<file path="src/hw/rtl/assert_macros.svh">
`ifndef ASSERT_MACROS_SVH
`define ASSERT_MACROS_SVH
// Assert that a condition implies a consequence in the same cycle.
`define ASSERT_IMP(label, clk, rst, ante, cons) \
  label: assert property (@(posedge clk) disable iff (rst) (ante) |-> (cons)) \
    else $error("assertion failed");
// Assert that a condition implies a consequence in the next cycle.
`define ASSERT_NEXT(label, clk, rst, ante, cons) \
  label: assert property (@(posedge clk) disable iff (rst) (ante) |=> (cons)) \
    else $error("assertion failed");
`endif

</file>
<file path="src/hw/rtl/tlsdr_pkg.sv">
`timescale 1ns / 1ps
package tlsdr_pkg;
  localparam int unsigned COMP_WIDTH_DEF = 16;
  localparam int unsigned KNEE_Q14 = 40125;
  localparam int unsigned ADDR_W = 4;
  localparam logic [1:0] REG_PICKUP_LOW = 2'd0;
  localparam logic [1:0] REG_PICKUP_BASE = 2'd1;
  localparam logic [1:0] REG_RATED = 2'd2;
  localparam logic [1:0] REG_DELAY = 2'd3;
  localparam int unsigned NUM_MAGS = 9;
  localparam int unsigned MAG_IDX_W = 4;

  typedef enum logic [4:0] {
    ST_IDLE = 5'b00001,
    ST_LOAD = 5'b00010,
    ST_SQRT = 5'b00100,
    ST_EVAL = 5'b01000,
    ST_OUT  = 5'b10000
  } state_t;

  typedef enum logic [3:0] {
    SQ_IDLE = 4'b0001,
    SQ_RE   = 4'b0010,
    SQ_IM   = 4'b0100,
    SQ_ROOT = 4'b1000
  } sq_phase_t;

  typedef struct packed {
    logic load;
    logic mag_start;
    logic [MAG_IDX_W-1:0] mag_idx;
    logic eval;
  } cmd_t;

  typedef struct packed {
    logic mag_done;
  } stat_t;
endpackage

</file>
<file path="src/hw/rtl/tlsdr_ctrl.sv">
`timescale 1ns / 1ps
`include "assert_macros.svh"
module tlsdr_ctrl (
  input  logic clk,
  input  logic rst,
  input  logic in_fire,
  input  logic out_fire,
  input  tlsdr_pkg::stat_t stat,
  output tlsdr_pkg::cmd_t cmd,
  output logic busy,
  output logic out_valid
);
  tlsdr_pkg::state_t state, state_next;
  logic [tlsdr_pkg::MAG_IDX_W-1:0] idx, idx_next;

  // Advance through load, nine roots, evaluate, deliver
  always_comb begin
    state_next = state;
    idx_next = idx;
    cmd = '0;
    cmd.mag_idx = idx;
    unique case (state)
      tlsdr_pkg::ST_IDLE: begin
        if (in_fire) begin
          cmd.load = 1'b1;
          state_next = tlsdr_pkg::ST_LOAD;
        end
      end
      tlsdr_pkg::ST_LOAD: begin
        cmd.mag_start = 1'b1;
        cmd.mag_idx = '0;
        idx_next = '0;
        state_next = tlsdr_pkg::ST_SQRT;
      end
      tlsdr_pkg::ST_SQRT: begin
        if (stat.mag_done) begin
          if (idx == tlsdr_pkg::MAG_IDX_W'(tlsdr_pkg::NUM_MAGS - 1)) begin
            state_next = tlsdr_pkg::ST_EVAL;
          end else begin
            idx_next = idx + 1'b1;
            cmd.mag_idx = idx + 1'b1;
            cmd.mag_start = 1'b1;
          end
        end
      end
      tlsdr_pkg::ST_EVAL: begin
        cmd.eval = 1'b1;
        state_next = tlsdr_pkg::ST_OUT;
      end
      tlsdr_pkg::ST_OUT: begin
        if (out_fire) begin
          state_next = tlsdr_pkg::ST_IDLE;
        end
      end
      default: state_next = tlsdr_pkg::ST_IDLE;
    endcase
  end

  always_ff @(posedge clk) begin
    if (rst) begin
      state <= tlsdr_pkg::ST_IDLE;
      idx <= '0;
    end else begin
      state <= state_next;
      idx <= idx_next;
    end
  end

  assign busy = (state != tlsdr_pkg::ST_IDLE);
  assign out_valid = (state == tlsdr_pkg::ST_OUT);

  `ASSERT_NEXT(a_load_next, clk, rst, in_fire && !busy, state == tlsdr_pkg::ST_LOAD)
  `ASSERT_IMP(a_idx_range, clk, rst, state == tlsdr_pkg::ST_SQRT, idx < tlsdr_pkg::MAG_IDX_W'(tlsdr_pkg::NUM_MAGS))
  `ASSERT_NEXT(a_out_idle, clk, rst, out_fire, state == tlsdr_pkg::ST_IDLE)
endmodule

</file>
<file path="src/hw/rtl/tlsdr_datapath.sv">
`timescale 1ns / 1ps
`include "assert_macros.svh"
module tlsdr_datapath #(
  parameter int unsigned COMP_WIDTH = tlsdr_pkg::COMP_WIDTH_DEF
) (
  input  logic clk,
  input  logic rst,
  input  tlsdr_pkg::cmd_t cmd,
  output tlsdr_pkg::stat_t stat,
  input  logic [31:0] low_a_phasor,
  input  logic [31:0] low_b_phasor,
  input  logic [31:0] low_c_phasor,
  input  logic [31:0] wind_a_phasor,
  input  logic [31:0] wind_b_phasor,
  input  logic [31:0] wind_c_phasor,
  input  logic [15:0] elapsed_ticks,
  input  logic [15:0] pickup_low,
  input  logic [15:0] pickup_base,
  input  logic [14:0] rated,
  input  logic [15:0] delay,
  output logic trip,
  output logic pickup_a,
  output logic pickup_b,
  output logic pickup_c
);
  localparam int unsigned CW = (COMP_WIDTH < 16) ? COMP_WIDTH : 16;
  // Square sums stay below 2^37; root fits 19 bits
  localparam int unsigned SQ_W = 38;
  localparam int unsigned RT_W = 19;
  localparam int unsigned STEPS = SQ_W / 2;

  logic signed [17:0] re [9];
  logic signed [17:0] im [9];
  logic [15:0] ticks;
  logic [RT_W-1:0] mags [9];

  function automatic logic signed [17:0] comp(input logic [15:0] h);
    logic [CW-1:0] v;
    v = h[CW-1:0];
    return 18'(signed'(v));
  endfunction

  // Capture operands: 3 diffs, 3 low, 3 wind
  always_ff @(posedge clk) begin
    if (cmd.load) begin
      ticks <= elapsed_ticks;
      re[3] <= comp(low_a_phasor[31:16]); im[3] <= comp(low_a_phasor[15:0]);
      re[4] <= comp(low_b_phasor[31:16]); im[4] <= comp(low_b_phasor[15:0]);
      re[5] <= comp(low_c_phasor[31:16]); im[5] <= comp(low_c_phasor[15:0]);
      re[6] <= comp(wind_a_phasor[31:16]); im[6] <= comp(wind_a_phasor[15:0]);
      re[7] <= comp(wind_b_phasor[31:16]); im[7] <= comp(wind_b_phasor[15:0]);
      re[8] <= comp(wind_c_phasor[31:16]); im[8] <= comp(wind_c_phasor[15:0]);
      re[0] <= comp(low_a_phasor[31:16]) + comp(wind_a_phasor[31:16])
             - comp(wind_c_phasor[31:16]);
      im[0] <= comp(low_a_phasor[15:0]) + comp(wind_a_phasor[15:0])
             - comp(wind_c_phasor[15:0]);
      re[1] <= comp(low_b_phasor[31:16]) + comp(wind_b_phasor[31:16])
             - comp(wind_a_phasor[31:16]);
      im[1] <= comp(low_b_phasor[15:0]) + comp(wind_b_phasor[15:0])
             - comp(wind_a_phasor[15:0]);
      re[2] <= comp(low_c_phasor[31:16]) + comp(wind_c_phasor[31:16])
             - comp(wind_b_phasor[31:16]);
      im[2] <= comp(low_c_phasor[15:0]) + comp(wind_c_phasor[15:0])
             - comp(wind_b_phasor[15:0]);
    end
  end

  // Shared square unit then bit-pair root iteration
  logic [17:0] ar, ai, sq_op;
  logic [35:0] sq_prod;
  logic [SQ_W-1:0] acc;
  logic [RT_W-1:0] root;
  logic [RT_W+1:0] prem, prem_sh;
  logic [4:0] step;
  tlsdr_pkg::sq_phase_t phase;
  logic [tlsdr_pkg::MAG_IDX_W-1:0] cur;

  assign ar = re[cur][17] ? 18'(-re[cur]) : 18'(re[cur]);
  assign ai = im[cur][17] ? 18'(-im[cur]) : 18'(im[cur]);
  assign sq_op = (phase == tlsdr_pkg::SQ_IM) ? ai : ar;
  assign sq_prod = 36'(sq_op) * 36'(sq_op);

  // Bring down the next two bits of the square sum
  assign prem_sh = {prem[RT_W-1:0], acc[SQ_W-1 -: 2]};

  always_ff @(posedge clk) begin
    if (rst) begin
      phase <= tlsdr_pkg::SQ_IDLE;
      stat.mag_done <= 1'b0;
    end else begin
      stat.mag_done <= 1'b0;
      unique case (phase)
        tlsdr_pkg::SQ_IDLE: begin
          if (cmd.mag_start) begin
            cur <= cmd.mag_idx;
            phase <= tlsdr_pkg::SQ_RE;
          end
        end
        tlsdr_pkg::SQ_RE: begin
          acc <= SQ_W'(sq_prod);
          phase <= tlsdr_pkg::SQ_IM;
        end
        tlsdr_pkg::SQ_IM: begin
          acc <= acc + SQ_W'(sq_prod);
          prem <= '0;
          root <= '0;
          step <= '0;
          phase <= tlsdr_pkg::SQ_ROOT;
        end
        tlsdr_pkg::SQ_ROOT: begin
          if (prem_sh >= {root, 2'b01}) begin
            prem <= prem_sh - {root, 2'b01};
            root <= {root[RT_W-2:0], 1'b1};
          end else begin
            prem <= prem_sh;
            root <= {root[RT_W-2:0], 1'b0};
          end
          acc <= {acc[SQ_W-3:0], 2'b00};
          step <= step + 1'b1;
          if (step == 5'(STEPS - 1)) begin
            phase <= tlsdr_pkg::SQ_IDLE;
            stat.mag_done <= 1'b1;
          end
        end
        default: phase <= tlsdr_pkg::SQ_IDLE;
      endcase
    end
  end

  // Latch the finished root; result of the last step lands here
  logic fin;
  always_ff @(posedge clk) begin
    if (rst) fin <= 1'b0;
    else fin <= (phase == tlsdr_pkg::SQ_ROOT) && (step == 5'(STEPS - 1));
    if (fin) mags[cur] <= root;
  end

  // Knee compare scaled by 2^15; slope compare scaled by 2^16
  logic [30:0] half_knee;
  logic [2:0] pk;
  assign half_knee = 31'(rated) * 31'(tlsdr_pkg::KNEE_Q14);

  for (genvar p = 0; p < 3; p++) begin : g_phase
    logic [RT_W-1:0] ir;
    logic [RT_W+14:0] irs;
    logic [RT_W+15:0] lhs, rhs;
    assign ir = (mags[3+p] > mags[6+p]) ? mags[3+p] : mags[6+p];
    assign irs = {ir, 15'd0};
    assign lhs = {mags[p], 16'd0};
    assign rhs = (RT_W+16)'(irs - (RT_W+15)'(half_knee))
               + (RT_W+16)'({pickup_base, 16'd0});
    assign pk[p] = (irs <= (RT_W+15)'(half_knee)) ? (mags[p] > RT_W'(pickup_low))
                                                   : (lhs > rhs);
  end

  always_ff @(posedge clk) begin
    if (rst) begin
      trip <= 1'b0;
    end else if (cmd.eval && (pk[0] || pk[1] || pk[2]) && ticks > delay) begin
      trip <= 1'b1;
    end
    if (cmd.eval) begin
      pickup_a <= pk[0];
      pickup_b <= pk[1];
      pickup_c <= pk[2];
    end
  end

  `ASSERT_NEXT(a_trip_sticky, clk, rst, trip, trip)
  `ASSERT_IMP(a_start_idle, clk, rst, cmd.mag_start, phase == tlsdr_pkg::SQ_IDLE || stat.mag_done)
endmodule

</file>
<file path="src/hw/rtl/transformer_low_side_diff_relay.sv">
`timescale 1ns / 1ps
// An input word is loaded, its nine magnitudes are then formed one after another, and
// the last root status, the evaluation and the result follow in that order.
// A new input word is taken only once the result word has been taken; the single
// shared square and root unit sets the rate.
// Reset (rst, synchronous): clears trip latch, state, registers to defaults (delay 200).
module transformer_low_side_diff_relay #(
  parameter int unsigned COMP_WIDTH = tlsdr_pkg::COMP_WIDTH_DEF
) (
  input  logic clk,
  input  logic rst,
  input  logic psel,
  input  logic penable,
  input  logic pwrite,
  input  logic [tlsdr_pkg::ADDR_W-1:0] paddr,
  input  logic [31:0] pwdata,
  output logic [31:0] prdata,
  output logic pready,
  input  logic in_valid,
  output logic in_ready,
  input  logic [31:0] low_a_phasor,
  input  logic [31:0] low_b_phasor,
  input  logic [31:0] low_c_phasor,
  input  logic [31:0] wind_a_phasor,
  input  logic [31:0] wind_b_phasor,
  input  logic [31:0] wind_c_phasor,
  input  logic [15:0] elapsed_ticks,
  output logic out_valid,
  input  logic out_ready,
  output logic trip,
  output logic pickup_a,
  output logic pickup_b,
  output logic pickup_c
);
  logic [15:0] pickup_low, pickup_base, delay;
  logic [14:0] rated;
  logic busy;
  tlsdr_pkg::cmd_t cmd;
  tlsdr_pkg::stat_t stat;

  assign pready = 1'b1;
  assign in_ready = !busy;

  // Register writes
  always_ff @(posedge clk) begin
    if (rst) begin
      pickup_low <= '0;
      pickup_base <= '0;
      rated <= '0;
      delay <= 16'd200;
    end else if (psel && penable && pwrite && paddr[1:0] == 2'b00) begin
      unique case (paddr[3:2])
        tlsdr_pkg::REG_PICKUP_LOW: pickup_low <= pwdata[15:0];
        tlsdr_pkg::REG_PICKUP_BASE: pickup_base <= pwdata[15:0];
        tlsdr_pkg::REG_RATED: rated <= pwdata[14:0];
        tlsdr_pkg::REG_DELAY: delay <= pwdata[15:0];
        default: ;
      endcase
    end
  end

  // Register reads
  always_comb begin
    unique case (paddr[3:2])
      tlsdr_pkg::REG_PICKUP_LOW: prdata = {16'd0, pickup_low};
      tlsdr_pkg::REG_PICKUP_BASE: prdata = {16'd0, pickup_base};
      tlsdr_pkg::REG_RATED: prdata = {17'd0, rated};
      tlsdr_pkg::REG_DELAY: prdata = {16'd0, delay};
      default: prdata = '0;
    endcase
  end

  tlsdr_ctrl u_ctrl (
    .clk(clk), .rst(rst),
    .in_fire(in_valid && !busy),
    .out_fire(out_valid && out_ready),
    .stat(stat), .cmd(cmd), .busy(busy), .out_valid(out_valid)
  );

  tlsdr_datapath #(.COMP_WIDTH(COMP_WIDTH)) u_dp (
    .clk(clk), .rst(rst), .cmd(cmd), .stat(stat),
    .low_a_phasor(low_a_phasor), .low_b_phasor(low_b_phasor),
    .low_c_phasor(low_c_phasor), .wind_a_phasor(wind_a_phasor),
    .wind_b_phasor(wind_b_phasor), .wind_c_phasor(wind_c_phasor),
    .elapsed_ticks(elapsed_ticks),
    .pickup_low(pickup_low), .pickup_base(pickup_base),
    .rated(rated), .delay(delay),
    .trip(trip), .pickup_a(pickup_a), .pickup_b(pickup_b), .pickup_c(pickup_c)
  );
endmodule
</file>
<file path="config.mk">
export PLATFORM = sky130hd
export DESIGN_NAME = transformer_low_side_diff_relay
export DESIGN_NICKNAME = d
export VERILOG_FILES = /design/src/hw/rtl/tlsdr_pkg.sv /design/src/hw/rtl/tlsdr_ctrl.sv /design/src/hw/rtl/tlsdr_datapath.sv /design/src/hw/rtl/transformer_low_side_diff_relay.sv
export VERILOG_INCLUDE_DIRS = /design/src /design/src/hw/rtl
export SDC_FILE = /design/constraint.sdc
export NUM_CORES = 2
export LEC_CHECK = 0
export BUFFER_PORTS_ARGS = -buffer_cell sky130_fd_sc_hd__buf_2
export CORE_MARGIN = 10
export CORE_UTILIZATION = 45
export CTS_BUF_LIST = sky130_fd_sc_hd__clkbuf_8
export CTS_CLUSTER_SIZE = 16
export DETAILED_ROUTE_END_ITERATION = 7
export GPL_TIMING_DRIVEN = 0
export HOLD_SLACK_MARGIN = 0.02
export PLACE_DENSITY = 0.68
export SLEW_MARGIN = 20
export SYNTH_ARGS = -nofsm -noshare
export SYNTH_HDL_FRONTEND = slang
export SYNTH_SLANG_ARGS = --single-unit
</file>
<file path="constraint.sdc">
create_clock -name clk -period 13.15 [get_ports clk]
set_clock_uncertainty 0.1 [all_clocks]
set_input_delay 1.315 -clock clk [delete_from_list [all_inputs] [get_ports clk]]
set_output_delay 1.315 -clock clk [all_outputs]
set_load 0.01 [all_outputs]
</file>
Word level (Yosys, flattened, before mapping) --
Memories as Yosys holds them, arrays and structs flattened. A register that Yosys moved wholly into a read port is not among the register bits. Cells that the tools add are included.
Storage, ports and cells: bits in registers 183, bits in writable memories 495, bits of input ports 251, output and inout port bits 39, word-level logic and storage cells 153, memories kept 3
Memories:
- u_dp.mags | words 9, bits a word 19, rd ports 9, clocked after Yosys merged registers in 0, write ports 1, line tlsdr_datapath.sv:35 | logic [RT_W-1:0] mags [9];
- u_dp.im | words 9, bits a word 18, rd ports 1, clocked after Yosys merged registers in 1, write ports 9, line tlsdr_datapath.sv:33 | logic signed [17:0] im [9];
- u_dp.re | words 9, bits a word 18, rd ports 1, clocked after Yosys merged registers in 1, write ports 9, line tlsdr_datapath.sv:32 | logic signed [17:0] re [9];
Cells by class: add/sub/neg operators 24, multipliers 2, $lt $le $gt $ge 14, equality and inequality tests 22, muxes and demuxes 40, bitwise operators 2, reduce and logical (&&, ||, !) cells 27
Operators by type and width (number):
- $pmux W32 S4 | 1
- $pmux W38 S3 | 1
- $sub A17 B16 Y18 | 6
- $add A35 B32 Y35 | 3
- $gt A35 B35 Y1 | 3
- $sub A34 B31 Y35 | 3
- $add A16 B16 Y17 | 6
- $le A34 B31 Y1 | 3
- $mux W19 | 4
- $pmux W19 S2 | 2
- $gt A19 B16 Y1 | 3
- $gt A19 B19 Y1 | 3
- $mux W18 | 3
- $add A38 B36 Y38 | 1
- $mul A18 B18 Y36 | 1
- $neg A18 Y18 | 2
- $mul A15 B16 Y31 const B | 1
- $mux W5 | 6
- $pmux W5 S5 | 1
- $mux W4 | 6
- $ge A21 B21 Y1 | 1
- $pmux W5 S2 | 2
- $sub A19 B19 Y19 | 1
- $gt A16 B16 Y1 | 1
- other kinds (30) | 67

Logic depth before layout (Yosys ltp) --
An unclocked memory read counts as a cell.
depth after elaboration 11, gate-level depth with buffers 52, mapped depth without buffers 48

By module --
From an unflattened synthesis, not the netlist that was laid out.
Unflattened totals: cells, all modules 5866, area total of the unflattened synthesis 60286.6 sq um
By module, submodules not included:
- tlsdr_datapath | times used 1, cells each 5514, area each 56540.5 sq um, sequential area each 17486.8 sq um
- transformer_low_side_diff_relay | times used 1, cells each 277, area each 3131.8 sq um, sequential area each 1261.2 sq um
- tlsdr_ctrl | times used 1, cells each 75, area each 614.3 sq um, sequential area each 180.2 sq um

Worst setup path before layout --
OpenSTA, ideal clock, no wires.
path kind flip-flop to flip-flop, start register rated[10], end register u_dp.pickup_a, data pin, arrival 10.090 ns, data required time 12.793 ns, setup slack 2.703 ns, stages on the path, launching flop included 41, cells stage by stage dfxtp_1 > fa_1 > ha_1 > inv_1 > fa_1 > inv_1 > fa_1 > fa_1 > inv_1 > fa_1 > inv_1 > ha_1 > and3_1 > a22oi_1 > o311ai_0 > and2_1 > a21o_1 > a21oi_1 > [5 not listed] > nor2b_1 > nor2_1 > nor2_1 > nor3_1 > o31ai_1 > o41a_1 > a41o_1 > o41ai_1 > xor2_1 > ha_1 > nand4_1 > nor4_1 > nand4_1 > or3b_1 > a2111oi_0 > o21ba_1 > mux2i_1 > inv_1
On the way: word-level cells in the longest chain between the ends 5, elaborated cells between the ends (all ways) 6
RTL lines:
- start: declaration | line transformer_low_side_diff_relay.sv:36 | logic [14:0] rated;
- start signal: assignment | line transformer_low_side_diff_relay.sv:55 | tlsdr_pkg::REG_RATED: rated <= pwdata[14:0];
- $mul A15 B16 Y31 (*) | line tlsdr_datapath.sv:141 | assign half_knee = 31'(rated) * 31'(tlsdr_pkg::KNEE_Q14);
- $sub A34 B31 Y35 | line tlsdr_datapath.sv:150 | assign rhs = (RT_W+16)'(irs - (RT_W+15)'(half_knee))
- $add A35 B32 Y35 | line tlsdr_datapath.sv:151 | + (RT_W+16)'({pickup_base, 16'd0});
- $gt A35 B35 Y1 | line tlsdr_datapath.sv:153 | : (lhs > rhs);
- $mux W1 (*) | line tlsdr_datapath.sv:152 | assign pk[p] = (irs <= (RT_W+15)'(half_knee)) ? (mags[p] > RT_W'(pickup_low))
- named net u_dp.pk[0] | line tlsdr_datapath.sv:140 | logic [2:0] pk;
- end signal: assignment | line tlsdr_datapath.sv:163 | pickup_a <= pk[0];
- end: declaration | line tlsdr_datapath.sv:22 | output logic pickup_a,
The timed path passes the listed nets; every way through them passes the cells marked *. A chain may end at the register's enable or synchronous reset.

Worst setup path in the final report --
start register rated[0], end register u_dp.pickup_a, data pin
The elaborated chain is that of the path after synthesis.

==> summary.txt <==
Status
  – Status: finished clean

STA
  – Slew Viols, Final: 0
  – Fin Setup TNS: 0 ps
  – Fin. Hold Viols: 0
  – Final setup viols: 0
  – Final period util: 0.971
  – Worst-Margin Slew: 1260 ps
  – Fmax: slightly below 80 MHz
  – Relative slew slack: 0.148
  – Unrepaired setup endpoints after global routing: false
  – Crit path time final: 12,770 ps

Clock network
  – CTS Buf Count: ~120
  – Clock tree buffer depth: 3
  – CTS tree: built
  – Post-CTS Hold Fix Bufs: 0
  – CTS H-Tree Depth: 3
  – Clock transition at path regs: 60 ps
  – Clk root buf: clkbuf_8
  – Clock Sink Count: 658
  – Clock insertion delay at the later pin of the skew report: roughly 900 ps

Global routing
  – Total GRT Usage: 0.229
  – Largest net degree at the start of global routing: 57
  – Initial antenna violation count: 22
  – First-pass GRT wire length: 261,000 um
  – Vias in the first global route: approximately 46,000
  – Total gr overflow: 0

Floorplan
  – Initial core utilization: 0.453
  – Die X: about 380 um
  – Row count: 133
  – Core box area: 131,000 sq um
  – Die area: 147,000 sq um
  – Die Y: 383 um
  – I/O pin total: 290

Worst setup path
  – Crit path kind: reg -> reg
  – CP bufs+invs: 8
  – CP max-delay cell: dfxtp_1
  – Worst EP required: 13,680 ps
  – Crit path max-delay family: adder cells
  – Reg2Reg Depth: 41
  – CP max FO: 6
  – Most used cell along the critical path: inv_1
  – Cell count along the critical path: 41
  – Critical Path AT: between 10,000 and 15,000 ps
  – Critical Path End Type: flop
  – Delay of the slowest critical-path stage: 570 ps
  – CP startpoint kind: flop

Synthesis
  – Fraction of registers with async set/reset: 0
  – Post-synth EDFFs: 575
  – Synthesized instance count: 5,823
  – Seq/Total Area, Yosys: 0.318
  – Largest area contributor in the netlist: edfxtp_1
  – Yosys top cell area share: 0.291
  – Synthesized area per cell: 10.2 sq um
  – Most area-consuming cells after synthesis: edfxtp_1 (29%), fa_1 (15%), ha_1 (15%)
  – Synth Flop Type: edfxtp_1
  – Syn. warnings: 0
  – Synth unique cells: a little under 100
  – Synthesized area: between 50,000 and 60,000 sq um
  – Post-synthesis register bit count: 658

Finish
  – Final net count: 7,636
  – Share of cells above drive strength 1: 0.108
  – Area growth, synth to finish: 10.6%
  – Post-layout utilization of the core: 0.501
  – Non-filler cells, final: 8,102

Detailed routing
  – Iter 0 DRT Violations: 2,899
  – Vias/cell: 5.40
  – Post-DRT Antenna Nets: 0
  – Post-route DRC: 0
  – Detailed Routing Iterations Pass 1: 8
  – Total wire length: around 170,000 um
  – Routed length per instance: 21.0 um
  – Via Count: 43,700

Job
  – Max Cap Viol: 0

Placed design
  – GPL Wtd Cong: 0.996
  – Placed Cells: between 7,000 and 8,000
  – IO Port Bufs: 255
  – Post-DP HPWL: between 100,000 and 150,000 um

Min path
  – Hold depth: 2
  – Worst hold path type: reg -> reg
[routing by layer]
| metal | track usage | up-vias | wire length, um |
|---|---|---|---|
| li1 | - | 20600 | - |
| met1 | 0.268 | 21200 | 66000 |
| met2 | 0.402 | 1431 | 84200 |
| met3 | 0.0439 | 415 | 10900 |
| met4 | 0.108 | 24 | 9160 |
| met5 | 0 | - | 163 |
[cell usage in the layout (no fill, tap or decap), types with 56 or more instances in the layout]
master,instances
inv_1,1225
clkbuf_8,120
edfxtp_1,575
nand2_1,357
clkbuf_1,56
buf_2,268
a21o_1,161
mux2_2,62
dfxtp_1,74
xor2_1,93
nand3_1,71
mux2i_1,86
a21oi_1,290
nor2_1,352
o21ai_0,199
ha_1,694
nand2b_1,60
xnor2_1,157
fa_1,447
nor3_1,73
nand4_1,61
[flip-flops by register name (all words and copies together), names as in the netlist, named ones only]
signal         flops
u_dp.mags        171
u_dp.im          150
u_dp.re          150
u_dp.acc          38
u_dp.prem         19
u_dp.root         19
delay             16
pickup_base       16
pickup_low        16
u_dp.ticks        16
rated             15
u_ctrl.state       5
u_dp.step          5
u_ctrl.idx         4
u_dp.cur           4
u_dp.phase         4
u_dp.fin           1
u_dp.pickup_a      1
u_dp.pickup_b      1
u_dp.pickup_c      1
u_dp.stat          1
u_dp.trip          1
[per-stage QoR]
stage	cell area (sq um)	worst slack, ps	hold WS, ps
2_1_floorplan	59500	2700	346
3_3_place_gp	63000	177	357
3_5_place_dp	63400	-132	368
4_1_cts	65600	54.2	376
5_1_grt	65700	16.9	403
6_report	65700	379	378
[tightest hold or removal path: stages, from the launching register on]
cell     delay (ps)
dfxtp_1         320
nand2_1          60
a21oi_1          50
[final timing paths]
kind,start,endpoint,slack (ps)
setup / recovery,rated[0],u_dp.pickup_a,380
hold / removal,pickup_base[6],pickup_base[6],380
setup reg to reg,rated[0],u_dp.pickup_a,380
hold reg to reg,pickup_base[6],pickup_base[6],380
[synth_stat cells, drive strengths merged, types with 25 or more instances]
library cell	instances
nor2	359
nand2b	60
xor2	96
buf	59
a22oi	28
o31ai	30
nor2b	54
nand3	71
xnor2	160
o21ai	207
fa	447
inv	1189
o21bai	33
nand2	357
dfxtp	83
nor3	79
a21o	161
mux2	69
o21a	35
mux2i	91
ha	694
mux4	55
edfxtp	575
a21boi	26
and2	25
nand4	61
clkbuf	63
a21oi	295
[cell type report]
class / instances / area, sq um
Tap cell: 1755 / 2200
Clock inverter: 89 / 502
Sequential cell: 658 / 18900
Multi-Input combinational cell: 3877 / 35600
Clock buffer: 120 / 1650
Inverter: 1194 / 4490
Timing Repair Buffer: 275 / 1610
Buffer: 122 / 688
Fill cell: 11900 / 65600
Antenna cell: 12 / 30.0
[repair_timing]
item / CTS / global route
endpoints found under the setup margin: 2 / 10
buffers inserted: 0 / 2
gates resized for setup: 2 / 42
[cell families after synthesis]
family                   count (synthesis)  synth area share
AND/OR/NAND/NOR                       1206            0.0969
XOR/XNOR                               256            0.0382
buffers and inverters                 1316            0.0868
flip-flops                             658             0.318
other                                    2          0.000126
adder cells (fa/ha/maj)               1141             0.297
multiplexers                           215            0.0498
AO/OA/AOI/OAI                         1029             0.113
Power is not shown: default switching activity piles up to over one toggle a cycle in this logic, so the estimate is an artifact.
